$ cat src/rtl/bcc_pkg.sv
package bcc_pkg;

    localparam int unsigned ADDR_W = 5;
    localparam int unsigned DATA_W = 32;

    // register indexes (byte address / 4)
    localparam logic [2:0] REG_TARGET_ANGLE = 3'd0;
    localparam logic [2:0] REG_UPRIGHT_KP   = 3'd1;
    localparam logic [2:0] REG_UPRIGHT_KD   = 3'd2;
    localparam logic [2:0] REG_SPEED_KP     = 3'd3;
    localparam logic [2:0] REG_SPEED_KI     = 3'd4;
    localparam logic [2:0] REG_YAW_KP       = 3'd5;
    localparam logic [2:0] REG_PWM_LIMIT    = 3'd6;

    localparam logic signed [16:0] RST_TARGET_ANGLE = 17'sd0;
    localparam logic signed [31:0] RST_UPRIGHT_KP   = -32'sd12976128;
    localparam logic signed [31:0] RST_UPRIGHT_KD   = -32'sd31457;
    localparam logic signed [31:0] RST_SPEED_KP     = -32'sd32768;
    localparam logic signed [31:0] RST_SPEED_KI     = -32'sd164;
    localparam logic signed [31:0] RST_YAW_KP       = -32'sd52429;
    localparam logic [14:0]        RST_PWM_LIMIT    = 15'd7200;

    typedef struct packed {
        logic signed [16:0] target_angle;
        logic signed [31:0] upright_kp;
        logic signed [31:0] upright_kd;
        logic signed [31:0] speed_kp;
        logic signed [31:0] speed_ki;
        logic signed [31:0] yaw_kp;
        logic [14:0]        pwm_limit;
    } t_cfg;

    typedef enum logic [3:0] {
        S_IDLE, S_FX, S_M1, S_M2, S_M3, S_M4, S_M5, S_M6, S_M7, S_OUT
    } t_state;

    // multiplier operand pair
    typedef enum logic [2:0] {
        MUL_NONE, MUL_UP_P, MUL_DIV, MUL_UP_D, MUL_SPD_P, MUL_SPD_I, MUL_TURN, MUL_COMMON
    } t_mul;

    // what is done with the product registered in the previous cycle
    typedef enum logic [2:0] {
        OP_NONE, OP_UP_P, OP_FILT, OP_UP_D, OP_SPD_P, OP_SPD_I, OP_TURN, OP_COMMON
    } t_op;

    typedef struct packed {
        logic load_in;
        logic calc_fx;
        logic calc_integ;
        t_mul mul;
        t_op  op;
        logic out_write;
    } t_cmd;

    typedef struct packed {
        logic out_free;
    } t_status;

endpackage

$ cat src/rtl/bcc_regs.sv
module bcc_regs
    import bcc_pkg::*;
(
    input  logic                i_clk,
    input  logic                i_rst_n,
    input  logic                psel,
    input  logic                penable,
    input  logic                pwrite,
    input  logic [ADDR_W-1:0]   paddr,
    input  logic [DATA_W-1:0]   pwdata,
    output logic [DATA_W-1:0]   prdata,
    output logic                pready,
    output t_cfg                o_cfg
);

    t_cfg r_cfg;
    logic w_wr;

    assign pready = 1'b1;
    assign w_wr   = psel && penable && pwrite && pready;
    assign o_cfg  = r_cfg;

    always_ff @(posedge i_clk) begin
        if (!i_rst_n) begin
            r_cfg.target_angle <= RST_TARGET_ANGLE;
            r_cfg.upright_kp   <= RST_UPRIGHT_KP;
            r_cfg.upright_kd   <= RST_UPRIGHT_KD;
            r_cfg.speed_kp     <= RST_SPEED_KP;
            r_cfg.speed_ki     <= RST_SPEED_KI;
            r_cfg.yaw_kp       <= RST_YAW_KP;
            r_cfg.pwm_limit    <= RST_PWM_LIMIT;
        end else if (w_wr) begin
            unique case (paddr[4:2])
                REG_TARGET_ANGLE: r_cfg.target_angle <= pwdata[16:0];
                REG_UPRIGHT_KP:   r_cfg.upright_kp   <= pwdata;
                REG_UPRIGHT_KD:   r_cfg.upright_kd   <= pwdata;
                REG_SPEED_KP:     r_cfg.speed_kp     <= pwdata;
                REG_SPEED_KI:     r_cfg.speed_ki     <= pwdata;
                REG_YAW_KP:       r_cfg.yaw_kp       <= pwdata;
                REG_PWM_LIMIT:    r_cfg.pwm_limit    <= pwdata[14:0];
                default: begin
                end
            endcase
        end
    end

    always_comb begin
        unique case (paddr[4:2])
            REG_TARGET_ANGLE: prdata = {15'd0, r_cfg.target_angle};
            REG_UPRIGHT_KP:   prdata = r_cfg.upright_kp;
            REG_UPRIGHT_KD:   prdata = r_cfg.upright_kd;
            REG_SPEED_KP:     prdata = r_cfg.speed_kp;
            REG_SPEED_KI:     prdata = r_cfg.speed_ki;
            REG_YAW_KP:       prdata = r_cfg.yaw_kp;
            REG_PWM_LIMIT:    prdata = {17'd0, r_cfg.pwm_limit};
            default:          prdata = '0;
        endcase
    end

endmodule

$ cat src/rtl/bcc_ctrl.sv
module bcc_ctrl
    import bcc_pkg::*;
(
    input  logic    i_clk,
    input  logic    i_rst_n,
    input  logic    i_in_valid,
    output logic    o_in_ready,
    input  t_status i_status,
    output t_cmd    o_cmd
);

    t_state r_state;
    t_state n_state;

    always_ff @(posedge i_clk) begin
        if (!i_rst_n) begin
            r_state <= S_IDLE;
        end else begin
            r_state <= n_state;
        end
    end

    always_comb begin
        n_state    = r_state;
        o_in_ready = 1'b0;
        o_cmd      = '{load_in: 1'b0, calc_fx: 1'b0, calc_integ: 1'b0,
                       mul: MUL_NONE, op: OP_NONE, out_write: 1'b0};
        unique case (r_state)
            S_IDLE: begin
                o_in_ready = 1'b1;
                if (i_in_valid) begin
                    o_cmd.load_in = 1'b1;
                    n_state       = S_FX;
                end
            end
            S_FX: begin
                o_cmd.calc_fx = 1'b1;
                o_cmd.mul     = MUL_UP_P;
                n_state       = S_M1;
            end
            S_M1: begin
                o_cmd.mul = MUL_DIV;
                o_cmd.op  = OP_UP_P;
                n_state   = S_M2;
            end
            S_M2: begin
                o_cmd.mul = MUL_UP_D;
                o_cmd.op  = OP_FILT;
                n_state   = S_M3;
            end
            S_M3: begin
                o_cmd.mul        = MUL_SPD_P;
                o_cmd.op         = OP_UP_D;
                o_cmd.calc_integ = 1'b1;
                n_state          = S_M4;
            end
            S_M4: begin
                o_cmd.mul = MUL_SPD_I;
                o_cmd.op  = OP_SPD_P;
                n_state   = S_M5;
            end
            S_M5: begin
                o_cmd.mul = MUL_TURN;
                o_cmd.op  = OP_SPD_I;
                n_state   = S_M6;
            end
            S_M6: begin
                o_cmd.mul = MUL_COMMON;
                o_cmd.op  = OP_TURN;
                n_state   = S_M7;
            end
            S_M7: begin
                o_cmd.op = OP_COMMON;
                n_state  = S_OUT;
            end
            S_OUT: begin
                if (i_status.out_free) begin
                    o_cmd.out_write = 1'b1;
                    n_state         = S_IDLE;
                end
            end
            default: n_state = S_IDLE;
        endcase
    end

endmodule

$ cat src/rtl/bcc_dp.sv
module bcc_dp
    import bcc_pkg::*;
(
    input  logic               i_clk,
    input  logic               i_rst_n,
    input  t_cfg               i_cfg,
    input  t_cmd               i_cmd,
    output t_status            o_status,
    input  logic signed [16:0] i_pitch_angle,
    input  logic signed [15:0] i_pitch_rate,
    input  logic signed [15:0] i_yaw_rate,
    input  logic signed [15:0] i_left_ticks,
    input  logic signed [15:0] i_right_ticks,
    output logic               o_out_valid,
    input  logic               i_out_ready,
    output logic signed [15:0] o_left_drive,
    output logic signed [15:0] o_right_drive
);

    // ceil(2^25 / 10): exact floor(n / 10) for n below 2^21
    localparam logic signed [31:0] DIV10_MAGIC = 32'sd3355444;
    localparam int unsigned        DIV10_SHIFT = 25;
    localparam logic signed [14:0] INTEG_LIM   = 15'sd10000;

    // divide by 2^n, rounding toward zero
    function automatic logic signed [63:0] trunc_shr(input logic signed [63:0] p,
                                                     input int unsigned n);
        logic signed [63:0] bias;
        bias = (64'sd1 <<< n) - 64'sd1;
        if (p < 0) begin
            return (p + bias) >>> n;
        end
        return p >>> n;
    endfunction

    function automatic logic signed [31:0] sat32(input logic signed [48:0] v);
        if (v > 49'sd2147483647) begin
            return 32'sh7FFF_FFFF;
        end
        if (v < -49'sd2147483648) begin
            return 32'sh8000_0000;
        end
        return v[31:0];
    endfunction

    // latched sample
    logic signed [16:0] r_angle;
    logic signed [15:0] r_prate;
    logic signed [15:0] r_yrate;
    logic signed [15:0] r_lt;
    logic signed [15:0] r_rt;

    // loop state
    logic signed [17:0] r_fse;
    logic signed [14:0] r_si;

    // work registers
    logic signed [21:0] r_fx;
    logic signed [63:0] r_prod;
    logic signed [17:0] r_filt;
    logic signed [14:0] r_integ;
    logic signed [33:0] r_up;
    logic signed [35:0] r_spd;
    logic signed [31:0] r_turn;
    logic signed [48:0] r_common;

    logic               r_out_valid;
    logic signed [15:0] r_left;
    logic signed [15:0] r_right;

    logic signed [17:0] w_err;
    logic signed [16:0] w_sum;
    logic signed [21:0] w_fx;
    logic [21:0]        w_fx_abs;
    logic signed [31:0] w_mul_a;
    logic signed [31:0] w_mul_b;
    logic signed [63:0] w_t16;
    logic signed [63:0] w_t24;
    logic [17:0]        w_quot;
    logic signed [17:0] w_filt;
    logic signed [18:0] w_isum;
    logic signed [14:0] w_integ;
    logic signed [49:0] w_left;
    logic signed [49:0] w_right;
    logic signed [49:0] w_lim;
    logic signed [15:0] w_left_c;
    logic signed [15:0] w_right_c;

    assign w_err = 18'(r_angle) - 18'(i_cfg.target_angle);
    assign w_sum = 17'(r_rt) - 17'(r_lt);
    // 3*sum + 7*filtered
    assign w_fx  = 22'(w_sum) + (22'(w_sum) <<< 1) + (22'(r_fse) <<< 3) - 22'(r_fse);
    assign w_fx_abs = r_fx[21] ? 22'(-r_fx) : r_fx;

    always_comb begin
        w_mul_a = '0;
        w_mul_b = '0;
        unique case (i_cmd.mul)
            MUL_NONE: begin
            end
            MUL_UP_P: begin
                w_mul_a = i_cfg.upright_kp;
                w_mul_b = 32'(w_err);
            end
            MUL_DIV: begin
                w_mul_a = DIV10_MAGIC;
                w_mul_b = {10'd0, w_fx_abs};
            end
            MUL_UP_D: begin
                w_mul_a = i_cfg.upright_kd;
                w_mul_b = 32'(r_prate);
            end
            MUL_SPD_P: begin
                w_mul_a = i_cfg.speed_kp;
                w_mul_b = 32'(r_filt);
            end
            MUL_SPD_I: begin
                w_mul_a = i_cfg.speed_ki;
                w_mul_b = 32'(r_integ);
            end
            MUL_TURN: begin
                w_mul_a = i_cfg.yaw_kp;
                w_mul_b = 32'(r_yrate);
            end
            MUL_COMMON: begin
                w_mul_a = i_cfg.upright_kp;
                w_mul_b = sat32(49'(r_spd));
            end
            default: begin
            end
        endcase
    end

    assign w_t16  = trunc_shr(r_prod, 16);
    assign w_t24  = trunc_shr(r_prod, 24);
    assign w_quot = r_prod[DIV10_SHIFT+17:DIV10_SHIFT];
    assign w_filt = r_fx[21] ? -$signed(w_quot) : $signed(w_quot);

    assign w_isum  = 19'(r_si) + 19'(r_filt);
    assign w_integ = (w_isum > 19'(INTEG_LIM))  ? INTEG_LIM :
                     (w_isum < -19'(INTEG_LIM)) ? -INTEG_LIM : w_isum[14:0];

    assign w_lim   = $signed({35'd0, i_cfg.pwm_limit});
    assign w_left  = 50'(r_common) - 50'(r_turn);
    assign w_right = 50'(r_common) + 50'(r_turn);
    assign w_left_c  = (w_left > w_lim)   ? w_lim[15:0] :
                       (w_left < -w_lim)  ? 16'(-w_lim) : w_left[15:0];
    assign w_right_c = (w_right > w_lim)  ? w_lim[15:0] :
                       (w_right < -w_lim) ? 16'(-w_lim) : w_right[15:0];

    always_ff @(posedge i_clk) begin
        if (i_cmd.load_in) begin
            r_angle <= i_pitch_angle;
            r_prate <= i_pitch_rate;
            r_yrate <= i_yaw_rate;
            r_lt    <= i_left_ticks;
            r_rt    <= i_right_ticks;
        end
        if (i_cmd.calc_fx) begin
            r_fx <= w_fx;
        end
        r_prod <= w_mul_a * w_mul_b;
        if (i_cmd.calc_integ) begin
            r_integ <= w_integ;
        end
        unique case (i_cmd.op)
            OP_NONE:   begin
            end
            OP_UP_P:   r_up     <= w_t24[33:0];
            OP_FILT:   r_filt   <= w_filt;
            OP_UP_D:   r_up     <= r_up + w_t16[33:0];
            OP_SPD_P:  r_spd    <= w_t16[35:0];
            OP_SPD_I:  r_spd    <= r_spd + w_t16[35:0];
            OP_TURN:   r_turn   <= w_t16[31:0];
            OP_COMMON: r_common <= 49'(sat32(49'(r_up))) - w_t16[48:0];
            default:   begin
            end
        endcase
        if (i_cmd.out_write) begin
            r_left  <= w_left_c;
            r_right <= w_right_c;
        end
    end

    // loop state and output handshake
    always_ff @(posedge i_clk) begin
        if (!i_rst_n) begin
            r_fse       <= '0;
            r_si        <= '0;
            r_out_valid <= 1'b0;
        end else begin
            if (i_cmd.op == OP_FILT) begin
                r_fse <= w_filt;
            end
            if (i_cmd.calc_integ) begin
                r_si <= w_integ;
            end
            if (i_cmd.out_write) begin
                r_out_valid <= 1'b1;
            end else if (i_out_ready) begin
                r_out_valid <= 1'b0;
            end
        end
    end

    assign o_status.out_free = !r_out_valid || i_out_ready;
    assign o_out_valid   = r_out_valid;
    assign o_left_drive  = r_left;
    assign o_right_drive = r_right;

endmodule

$ cat src/rtl/balance_cascade_controller.sv
// Cascade balance controller: upright PD, speed PI, turn P, one drive pair per sample.
// Input channel (i_in_valid / o_in_ready): one request per control period holding
//   pitch angle, pitch rate, yaw rate and both encoder deltas.
// Output channel (o_out_valid / i_out_ready): one request per input with the
//   left and right drive values, each clamped to +/- pwm_limit.
// Config: APB-style write/read port, register i at byte address 4*i; pready is
//   tied high. Write only while no sample is in flight.
// Schedule: the work runs through one shared 32x32 multiplier, seven products in a
//   row, one product a cycle with the product register consumed in the following
//   cycle.
// Acceptance: a new sample is taken only once the previous one has left the last step.
// Stall: the result sits in an output register; the next sample is accepted and
//   worked on meanwhile, and its result waits in the last step until the output
//   register is taken.
// Reset (synchronous, active low): config registers go to their defaults, the
//   speed filter and the speed integral go to zero, both channels go empty.
module balance_cascade_controller
    import bcc_pkg::*;
(
    input  logic                i_clk,
    input  logic                i_rst_n,
    // config port
    input  logic                psel,
    input  logic                penable,
    input  logic                pwrite,
    input  logic [ADDR_W-1:0]   paddr,
    input  logic [DATA_W-1:0]   pwdata,
    output logic [DATA_W-1:0]   prdata,
    output logic                pready,
    // sample in
    input  logic                i_in_valid,
    output logic                o_in_ready,
    input  logic signed [16:0]  i_pitch_angle,
    input  logic signed [15:0]  i_pitch_rate,
    input  logic signed [15:0]  i_yaw_rate,
    input  logic signed [15:0]  i_left_ticks,
    input  logic signed [15:0]  i_right_ticks,
    // drives out
    output logic                o_out_valid,
    input  logic                i_out_ready,
    output logic signed [15:0]  o_left_drive,
    output logic signed [15:0]  o_right_drive
);

    t_cfg    w_cfg;
    t_cmd    w_cmd;
    t_status w_status;

    // gains, setpoint and limit
    bcc_regs u_regs (
        .i_clk   (i_clk),
        .i_rst_n (i_rst_n),
        .psel    (psel),
        .penable (penable),
        .pwrite  (pwrite),
        .paddr   (paddr),
        .pwdata  (pwdata),
        .prdata  (prdata),
        .pready  (pready),
        .o_cfg   (w_cfg)
    );

    // sequencer: steps the shared multiplier through the loop terms
    bcc_ctrl u_ctrl (
        .i_clk      (i_clk),
        .i_rst_n    (i_rst_n),
        .i_in_valid (i_in_valid),
        .o_in_ready (o_in_ready),
        .i_status   (w_status),
        .o_cmd      (w_cmd)
    );

    // arithmetic, loop state and output register
    bcc_dp u_dp (
        .i_clk         (i_clk),
        .i_rst_n       (i_rst_n),
        .i_cfg         (w_cfg),
        .i_cmd         (w_cmd),
        .o_status      (w_status),
        .i_pitch_angle (i_pitch_angle),
        .i_pitch_rate  (i_pitch_rate),
        .i_yaw_rate    (i_yaw_rate),
        .i_left_ticks  (i_left_ticks),
        .i_right_ticks (i_right_ticks),
        .o_out_valid   (o_out_valid),
        .i_out_ready   (i_out_ready),
        .o_left_drive  (o_left_drive),
        .o_right_drive (o_right_drive)
    );

    // after an accept, still busy when the sequence reaches the output step
    a_busy_after_accept: assert property (@(posedge i_clk) disable iff (!i_rst_n)
        (i_in_valid && o_in_ready) |-> ##9 !o_in_ready)
        else $error("input accepted again before the computation finished");

    // a new result is only written from the last step, which leaves to idle
    a_result_from_last_step: assert property (@(posedge i_clk) disable iff (!i_rst_n)
        $rose(o_out_valid) |-> $past(!o_in_ready))
        else $error("result appeared outside the output step");

    // drives stay inside the configured limit
    a_drive_limit: assert property (@(posedge i_clk) disable iff (!i_rst_n)
        o_out_valid |->
            ($signed(o_left_drive)  <= $signed({1'b0, w_cfg.pwm_limit})) &&
            ($signed(o_left_drive)  >= -$signed({1'b0, w_cfg.pwm_limit})) &&
            ($signed(o_right_drive) <= $signed({1'b0, w_cfg.pwm_limit})) &&
            ($signed(o_right_drive) >= -$signed({1'b0, w_cfg.pwm_limit})))
        else $error("drive outside pwm limit");

endmodule
$ cat config.mk
export PLATFORM = sky130hd
export DESIGN_NAME = balance_cascade_controller
export DESIGN_NICKNAME = d
export VERILOG_FILES = /design/src/rtl/bcc_pkg.sv /design/src/rtl/bcc_regs.sv /design/src/rtl/bcc_ctrl.sv /design/src/rtl/bcc_dp.sv /design/src/rtl/balance_cascade_controller.sv
export SDC_FILE = /design/constraint.sdc
export NUM_CORES = 2
export LEC_CHECK = 0
export BUFFER_PORTS_ARGS = -buffer_cell sky130_fd_sc_hd__buf_4
export CAP_MARGIN = 10
export CELL_PAD_IN_SITES_DETAIL_PLACEMENT = 1
export CELL_PAD_IN_SITES_GLOBAL_PLACEMENT = 1
export CORE_MARGIN = 5
export CORE_UTILIZATION = 40
export CTS_BUF_LIST = sky130_fd_sc_hd__clkbuf_8
export DETAILED_ROUTE_END_ITERATION = 10
export PLACE_DENSITY_LB_ADDON = 0.12
export SLEW_MARGIN = 0
export SYNTH_ARGS = -nofsm -noshare
export SYNTH_HDL_FRONTEND = slang
export SYNTH_SLANG_ARGS = --single-unit
$ cat constraint.sdc
create_clock -name i_clk -period 15.6 [get_ports i_clk]
set_clock_uncertainty 0.2 [all_clocks]
set_input_delay 1.56 -clock i_clk [delete_from_list [all_inputs] [get_ports i_clk]]
set_output_delay 1.56 -clock i_clk [all_outputs]
set_load 0.01 [all_outputs]
==> impl_metrics.tcl <==
set metrics [dict create \
    cts_root_buffer "clkbuf_8" \
    drv_cap 0 \
    via_count 68976 \
    drcViolationCount 0 \
    critPathRequiredTime_ps 16170 \
    synth_nets 11202 \
    drive_gt1_frac 0.0734 \
    placed_area_sq_mm 0.0860 \
    min_path_type "flip-flop to flip-flop" \
    clkSlewWorstSetupHoldPaths_ps 70 \
    grt_overflow 0 \
    area_growth_pct 9.03 \
    clkLatencyLatePin_ps 910 \
    relSlewSlack 0.127 \
    wl_per_cell_microns 26.5 \
    place_congestion 0.928 \
    reg2reg_setup_slack_ps 1630 \
    syn-instance-count 9343 \
    synth-edff-count 319 \
    start_util 0.402 \
    netlist-cell-type-count 99 \
    yosysMostFrequentCell "inv_1" \
    ys_top_cells_by_count "inv_1 (1410), nand2_1 (1211), fa_1 (1123)" \
    cpMostUsedCell "o21ai_0" \
    syn-cell-area_sq_mm 0.0813 \
    ctsResizeCount 0 \
    power.leakage_nw 40.7 \
    finalSetupViolations 0 \
    drt_iter0_markers 5011 \
    die_h_microns 461 \
    viasPerCell 5.67 \
    finalSetupTns_ps 0 \
    grt_first_pass_wirelength_mm 481 \
    chipWidth_microns 461 \
    grt_use_total 0.303 \
    post-place-ws_ps 2010 \
    seq_area_frac_synth 0.190 \
    cp-end-kind "flip-flop" \
    synth_warnings 0 \
    finish.net_count 11236 \
    tightestPinTransition_ps 1310 \
    ios 192 \
    synth_top_area_frac 0.277 \
    ant_nets 0 \
    dieArea_sq_mm 0.212 \
    period_needed_ps 13970 \
    worst_slack_ps 1630 \
    dp_cells 11929 \
    fin_hold_ws_ps 281 \
    hold_violations 0 \
    wirelength_mm 323 \
    maxSlewViolCount 0 \
    synth.avg_cell_area_sq_um 8.70 \
    worst-path-max-fanout 15 \
    worst-setup-path-type "flip-flop to flip-flop" \
    async_reset_ff_frac 0 \
    fin_crit_sh 0.896 \
    max_stage_delay_ps 1070 \
    clock_path_buffers 3 \
    peakVddDrop_v 0.000171 \
    first_pass_iters 5 \
    finalNonFillerCells 12162 \
    postCtsHoldBufs 0 \
    yosysTopAreaCell "fa_1" \
    port_buffers 188 \
    ys_ff_latch 613 \
    grt_pass1_vias 74379 \
    powerDensity_mw_per_mm2 142 \
    grt_max_degree 96 \
    status "complete, no violations" \
    startpoint_type "flip-flop" \
    cts_num_sinks 613 \
    finalInstanceArea_sq_mm 0.0886 \
    synth_area_leaders "fa_1 (28%), edfxtp_1 (12%), ha_1 (9.4%)" \
    ys.flop_type "edfxtp_1" \
    cts_buffers 117 \
    cp_slowest_cell "o211ai_1" \
    cts_tree "done" \
    rsz0062_at_grt "no" \
    arrival_ps 14540 \
    max_freq_mhz 71.6 \
    rows 165 \
    antenna_found_initial 20 \
    dp_hpwl_mm 256 \
    h-tree-depth 3 \
    post-cts-setup-buffers 0 \
    core_sq_mm 0.202 \
]
worst max-delay path: cells and delay by family, from the launching register on:
family | cells | cell delay [ps]
compound gates | 20 | 6100
xor+xnor | 1 | 130
fa+ha+maj | 10 | 4920
buf+inv | 8 | 1190
flops | 1 | 380
simple gates | 4 | 950
cell type report:
type	instances	area (sq um)
antenna	8	20.0
clock buffer	133	1830
clock inverter	91	786
fill	23610	114000
inverter	1414	5310
multi-input combinational	6880	59200
sequential	613	15500
tap	2672	3340
timing repair buffer	351	2640
final timing paths:
check | startpoint | endpoint | depth (start not counted)
max | u_regs.o_cfg[176] | u_dp.r_prod[63] | 43
min | u_dp.r_si[2] | u_dp.r_si[2] | 2
max reg2reg | u_regs.o_cfg[176] | u_dp.r_prod[63] | 43
min reg2reg | u_dp.r_si[2] | u_dp.r_si[2] | 2
registers in the layout (all words and copies together) (netlist names):
register            flops
u_dp.r_spd             36
u_dp.r_up              34
u_ctrl.r_state          4
u_dp.r_angle           17
u_dp.r_prate           16
u_dp.r_filt            18
u_dp.r_fx              22
u_dp.o_left_drive      16
u_dp.o_out_valid        1
u_dp.r_rt              16
u_dp.r_lt              16
u_dp.r_prod            64
u_regs.o_cfg          192
u_dp.r_integ           15
u_dp.r_turn            32
u_dp.r_si              15
u_dp.o_right_drive     16
u_dp.r_common          49
u_dp.r_yrate           16
u_dp.r_fse             18
routing by layer:
metal	track usage	part of all wire	up-vias
met5	0	0.00011	-
met3	0.0474	0.062	571
met4	0.123	0.048	6
met2	0.491	0.46	2092
met1	0.407	0.43	35679
li1	-	-	30628
where the power goes:
part           total [mW]  switching [mW]  internal [mW]  leakage, nW
Clock                1.82           0.818           1.00         1.42
Combinational        8.43            5.39           3.04         34.0
Sequential           2.32           0.266           2.05         5.33
Total                12.6            6.47           6.09         40.7
placed cells by master (no fill, tap or decap), types with 237 or more instances in the layout:
master / Yosys / routed
ha_1: 611 / 611
edfxtp_1: 319 / 319
fa_1: 1123 / 1123
nor2_1: 915 / 907
a21oi_1: 422 / 408
xnor2_1: 283 / 283
inv_1: 1410 / 1431
dfxtp_1: 294 / 294
nand3_1: 237 / 237
nand2_1: 1211 / 1207
buf_4: 1 / 349
o21ai_0: 302 / 297
kinds of logic (layout without fill, tap and decap cells):
family / after synthesis / after routing / share of synthesized area
flops: 613 / 613 / 0.190
other cells: 1 / 9 / 0.0000462
fa+ha+maj: 1734 / 1734 / 0.371
mux: 112 / 112 / 0.0147
compound gates: 1638 / 1638 / 0.133
simple gates: 2985 / 2985 / 0.161
xor+xnor: 410 / 410 / 0.0442
buf+inv: 1850 / 1989 / 0.0859
through the flow:
stage / power (mW) / util
2_1_floorplan: 7.78 / -
3_3_place_gp: 10.6 / 0.425
3_5_place_dp: 10.8 / 0.425
4_1_cts: 12.7 / 0.438
5_1_grt: 13.5 / 0.438
6_report: 12.6 / 0.438
No activity file was read; power rests on OpenSTA's default activity.
